<file path="src/hdl/tcf_pkg.sv">
// Package for the tilt complementary filter: widths, CORDIC angle table,
// controller state and command types. No dependencies.
package tcf_pkg;

  localparam int CordicSteps = 16;
  localparam int StepW = 5;
  localparam int AngleFracBits = 16;
  localparam int TableFrac = 24;
  localparam int BlendOne = 65536;

  localparam logic [1:0] RegGyroGain = 2'd0;
  localparam logic [1:0] RegBlendAlpha = 2'd1;
  localparam logic [1:0] RegGateLow = 2'd2;
  localparam logic [1:0] RegGateHigh = 2'd3;

  typedef enum logic [2:0] {
    ST_IDLE, ST_INTEG, ST_GATE, ST_CSETUP, ST_CITER, ST_BLEND, ST_OUT
  } tcf_state_t;

  typedef struct packed {
    logic load;
    logic integ;
    logic gate;
    logic csetup;
    logic citer;
    logic blend;
    logic [StepW-1:0] step;
  } tcf_cmd_t;

  typedef struct packed {
    logic gate_open;
  } tcf_stat_t;

  function automatic logic signed [33:0] atan_entry(input logic [StepW-1:0] i);
    logic signed [33:0] r;
    case (i)
      5'd0: r = 34'sd754974720;
      5'd1: r = 34'sd445687602;
      5'd2: r = 34'sd235489088;
      5'd3: r = 34'sd119537938;
      5'd4: r = 34'sd60000934;
      5'd5: r = 34'sd30029717;
      5'd6: r = 34'sd15018523;
      5'd7: r = 34'sd7509720;
      5'd8: r = 34'sd3754917;
      5'd9: r = 34'sd1877466;
      5'd10: r = 34'sd938734;
      5'd11: r = 34'sd469367;
      5'd12: r = 34'sd234684;
      5'd13: r = 34'sd117342;
      5'd14: r = 34'sd58671;
      5'd15: r = 34'sd29335;
      5'd16: r = 34'sd14668;
      5'd17: r = 34'sd7334;
      5'd18: r = 34'sd3667;
      5'd19: r = 34'sd1833;
      5'd20: r = 34'sd917;
      5'd21: r = 34'sd458;
      5'd22: r = 34'sd229;
      5'd23: r = 34'sd115;
      default: r = '0;
    endcase
    return r;
  endfunction

  function automatic logic signed [31:0] sat32(input logic signed [49:0] v);
    if (v > 50'sd2147483647) return 32'sh7fffffff;
    if (v < -50'sd2147483648) return 32'sh80000000;
    return v[31:0];
  endfunction

endpackage

</file>
<file path="src/hdl/tcf_ctrl.sv">
// Controller state machine of the tilt filter: sequences integrate, gate,
// two parallel CORDIC passes, blend and output. Depends on tcf_pkg.
module tcf_ctrl (
  input  logic clk,
  input  logic rst,
  input  logic in_fire,
  input  logic out_busy,
  input  tcf_pkg::tcf_stat_t stat,
  output logic in_ready,
  output logic out_load,
  output tcf_pkg::tcf_cmd_t cmd
);
  import tcf_pkg::*;

  tcf_state_t state, state_next;
  logic [StepW-1:0] step, step_next;

  always_ff @(posedge clk) begin
    if (rst) begin
      state <= ST_IDLE;
      step <= '0;
    end else begin
      state <= state_next;
      step <= step_next;
    end
  end

  always_comb begin
    state_next = state;
    step_next = step;
    case (state)
      ST_IDLE: if (in_fire) state_next = ST_INTEG;
      ST_INTEG: state_next = ST_GATE;
      ST_GATE: state_next = stat.gate_open ? ST_CSETUP : ST_IDLE;
      ST_CSETUP: begin
        state_next = ST_CITER;
        step_next = '0;
      end
      ST_CITER: begin
        step_next = step + 1'b1;
        if (step == StepW'(CordicSteps - 1)) state_next = ST_BLEND;
      end
      ST_BLEND: state_next = ST_OUT;
      ST_OUT: if (!out_busy) state_next = ST_IDLE;
      default: state_next = ST_IDLE;
    endcase
  end

  always_comb begin
    cmd = '0;
    cmd.step = step;
    in_ready = (state == ST_IDLE);
    out_load = 1'b0;
    cmd.load = (state == ST_IDLE) && in_fire;
    case (state)
      ST_INTEG: begin
        cmd.integ = 1'b1;
        cmd.gate = 1'b1;
      end
      ST_CSETUP: cmd.csetup = 1'b1;
      ST_CITER: cmd.citer = 1'b1;
      ST_BLEND: cmd.blend = 1'b1;
      ST_OUT: out_load = !out_busy;
      default: ;
    endcase
  end
endmodule

</file>
<file path="config.mk">
export PLATFORM = sky130hd
export DESIGN_NAME = tcf_ctrl
export DESIGN_NICKNAME = d
export VERILOG_FILES = /design/src/hdl/tcf_pkg.sv /design/src/hdl/tcf_ctrl.sv
export SDC_FILE = /design/constraint.sdc
export NUM_CORES = 1
export LEC_CHECK = 0
export BUFFER_PORTS_ARGS = -buffer_cell sky130_fd_sc_hd__buf_2
export CORE_UTILIZATION = 33
export CTS_CLUSTER_SIZE = 25
export DETAILED_ROUTE_END_ITERATION = 8
export GPL_TIMING_DRIVEN = 0
export HOLD_SLACK_MARGIN = 0.05
export PLACE_DENSITY = 0.58
export SKIP_CTS_REPAIR_TIMING = 1
export SYNTH_ARGS = -nofsm -noshare
export SYNTH_HDL_FRONTEND = slang
export SYNTH_SLANG_ARGS = --single-unit
</file>
<file path="constraint.sdc">
create_clock -name clk -period 1.44 [get_ports clk]
set_input_delay 0 -clock clk [delete_from_list [all_inputs] [get_ports clk]]
set_output_delay 0 -clock clk [all_outputs]
set_load 0.1 [all_outputs]
</file>
==> impl_results.md <==
* Worst Setup Slack, final at -0.0443 ns
* Die H at 40.8 um
* Period utilisation layout at 1.03
* GRT Util Overall at 0.160
* Starting Density at 0.367
* Clock transition at the registers of the reported paths at 0.05 ns
* Nets at 96
* Area of placed instances at just over 700 um^2
* PortBufs at 16
* Synthesized Nets at 69
* Pins Over Slew Limit at 0
* Sequential power share at 0.314
* Root Buffer: clkbuf_4
* DRT Pass-1 Iters at 3
* P_int at roughly 0.44 mW
* CP Capture Type: register
* CP arrival at 1.66 ns
* TritonCTS Buffers at 3
* CTS tree: done
* First-pass GRT wire length at 1.67 mm
* Vias in the first global route at 385
* Wire per inst at 11.7 um
* Failing checks: negative setup slack
* Max clock buf depth at 2
* Later-pin clock latency in the skew report at 0.25 ns
* Post-Syn Area at 495 um^2
* Cell leakage power at approximately 0.35 nW
* Pwr dens at 858 nW/um^2
* Achievable frequency at between 0.6 and 0.7 GHz
* Required @ worst endpoint at 1.61 ns
* Maximum vdd drop at 681 uV
* Slew at the pin with the worst max-slew slack at 0.487 ns
* Post-synthesis sequential area ratio at 0.323
* Combinational Power Share at 0.455
* Outcome: finished, violations left
* Total die area at 1660 um^2
* Final Setup Violations at 1
* Syn Area/Cell at 7.99 um^2
* Crit path time final at 1.48 ns
* Synth Register Bits at 8
* Final WL at ~1.2 mm
* RSZ-0062 raised after global routing: true
* Pre-CTS setup slack at -0.0551 ns
* Worst hold margin at 0.0941 ns
* Post-Syn Instances at 62
* HP Class: in2reg
* Layout cell share with drive strength beyond 1 at 0.529
* Top_reg_cell synth: dfxtp_1
* Residual antenna-violating net count after detailed routing at 0
* Vias/cell at 5.04
* Grt total ovfl at 0
* Placed wire-length estimate at 821 um
* # IOs at 18
* Yosys cell types at 28
* Skew final at 0.00148 ns
* Total inserted antenna cells at 0
* Row cnt at 13
* Die width at 40.8 um
* Top cells by area, synth: dfxtp_1, a21oi_1, ha_1, nand2b_1, mux2i_1
* Top cells by count, synth: a21oi_1, dfxtp_1, nand2b_1, nand3_1
* Post-synth EDFFs at 0
* Yosys top cell by area: dfxtp_1
* Pin count of the biggest net entering global routing at 11
* DP Cell Count at 93
* DRC viols at 0
* Starting DRT DRC Count at 2
* Asr flop ratio synth at 0
* Routability cong. at 0.656
* Placeable core region at ~1400 um^2
* Post-Layout Cell Count at 102
* MaxCap Viol Count at 0
* Slew headroom at 0.678
* Synth-to-Final Area Change at 72.5%
* Clk pwr share at 0.231
* Design Area, Final at 855 um^2
* Switching power at 0.293 mW
* Synth top area share at 0.323
* Startpoint types: register
* Antenna violations before repair at 0
* H-tree depth at 1
* Setup CP Type: reg2reg
* Warnings from Yosys at 0
* Hold Vio Cnt, Final at 0
* CTS sink count at 8
* Switching Share at 0.399
* Vias at 514
* Worst Path Max Fanout at 6
==> worst max-delay path: stages, from the launching register on <==
cell and delay (ns):
dfxtp_1 0.30, buf_6 0.12, or3b_1 0.38, buf_6 0.15
or3_1 0.34, a21oi_1 0.12
==> layer usage <==
layer | up-vias | global-route usage | routed length [um]
li1 | 267 | - | -
met1 | 235 | 0.225 | 630
met2 | 12 | 0.206 | 512
met3 | 0 | 0.0815 | 52
met4 | 0 | 0.0500 | 0
met5 | - | 0 | 0
==> final timing paths <==
kind	start	end	slack, ns	cells past startpoint
setup / recovery	state[0]$_SDFFE_PP0P_	step[3]$_SDFFE_PP0P_	-0.04	5
hold / removal	out_busy	state[2]$_SDFFE_PP0P_	0.09	3
setup reg to reg	state[0]$_SDFFE_PP0P_	step[3]$_SDFFE_PP0P_	-0.04	5
hold reg to reg	step[2]$_SDFFE_PP0P_	step[2]$_SDFFE_PP0P_	0.48	1
==> kinds of logic (layout without fill, tap and decap cells) <==
logic type,after synthesis,count (layout),synth area share
AND/OR/NAND/NOR,26,26,0.300
AO/OA/AOI/OAI,14,14,0.184
adder cells (fa/ha/maj),2,2,0.0505
multiplexers,2,2,0.0404
flip-flops,8,8,0.323
buffers and inverters,10,35,0.101
==> sequential cells by signal (all words and copies together), names as in the netlist <==
register / flops
step: 5
state: 3
==> layout by cell type (no fill, tap or decap) <==
master     instances
buf_4              8
a21oi_1            8
buf_2              8
clkbuf_4           5
buf_6              4
nand2b_1           4
nand3_1            4
buf_12             4
dfxtp_4            4
nand2_1            3
nand3b_1           2
nor3_4             2
inv_1              2
mux2i_1            2
a311oi_1           2
ha_4               2
dfxtp_1            2
dfxtp_2            2
clkbuf_8           1
nor2b_2            1
and2_1             1
or3b_1             1
inv_12             1
inv_2              1
nor2b_4            1
and3_4             1
and2_4             1
buf_1              1
nor2b_1            1
a2bb2oi_1          1
nor3_1             1
or2_1              1
o2bb2ai_1          1
nor2_1             1
o31a_1             1
o211ai_1           1
or3_1              1
==> power groups by stage <==
stage / registers (mW) / logic, mW / clock network (mW)
after floorplan: 0.242 / 0.242 / 0
after global placement: 0.235 / 0.284 / 0
after detailed placement: 0.235 / 0.285 / 0
after CTS: 0.230 / 0.285 / 0.178
after global routing: 0.231 / 0.348 / 0.199
final: 0.230 / 0.334 / 0.169
==> layout make-up <==
type | instances | area, um^2
Fill cell | 130 | 495
Multi-Input combinational cell | 44 | 350
Timing Repair Buffer | 22 | 190
Sequential cell | 8 | 178
Buffer | 6 | 67.6
Inverter | 4 | 27.5
Clock buffer | 3 | 22.5
Tap cell | 15 | 18.8
==> stage by stage <==
step	power, mW	setup TNS (ns)	util
after global routing	0.779	-0.173	0.633
after CTS	0.693	-1.03	0.550
after detailed placement	0.519	-0.0551	0.533
final	0.733	-0.0443	0.633
after floorplan	0.484	-0.418	-
after global placement	0.519	-0.0484	0.533
Note: power is estimated with default switching activity, not from simulation.
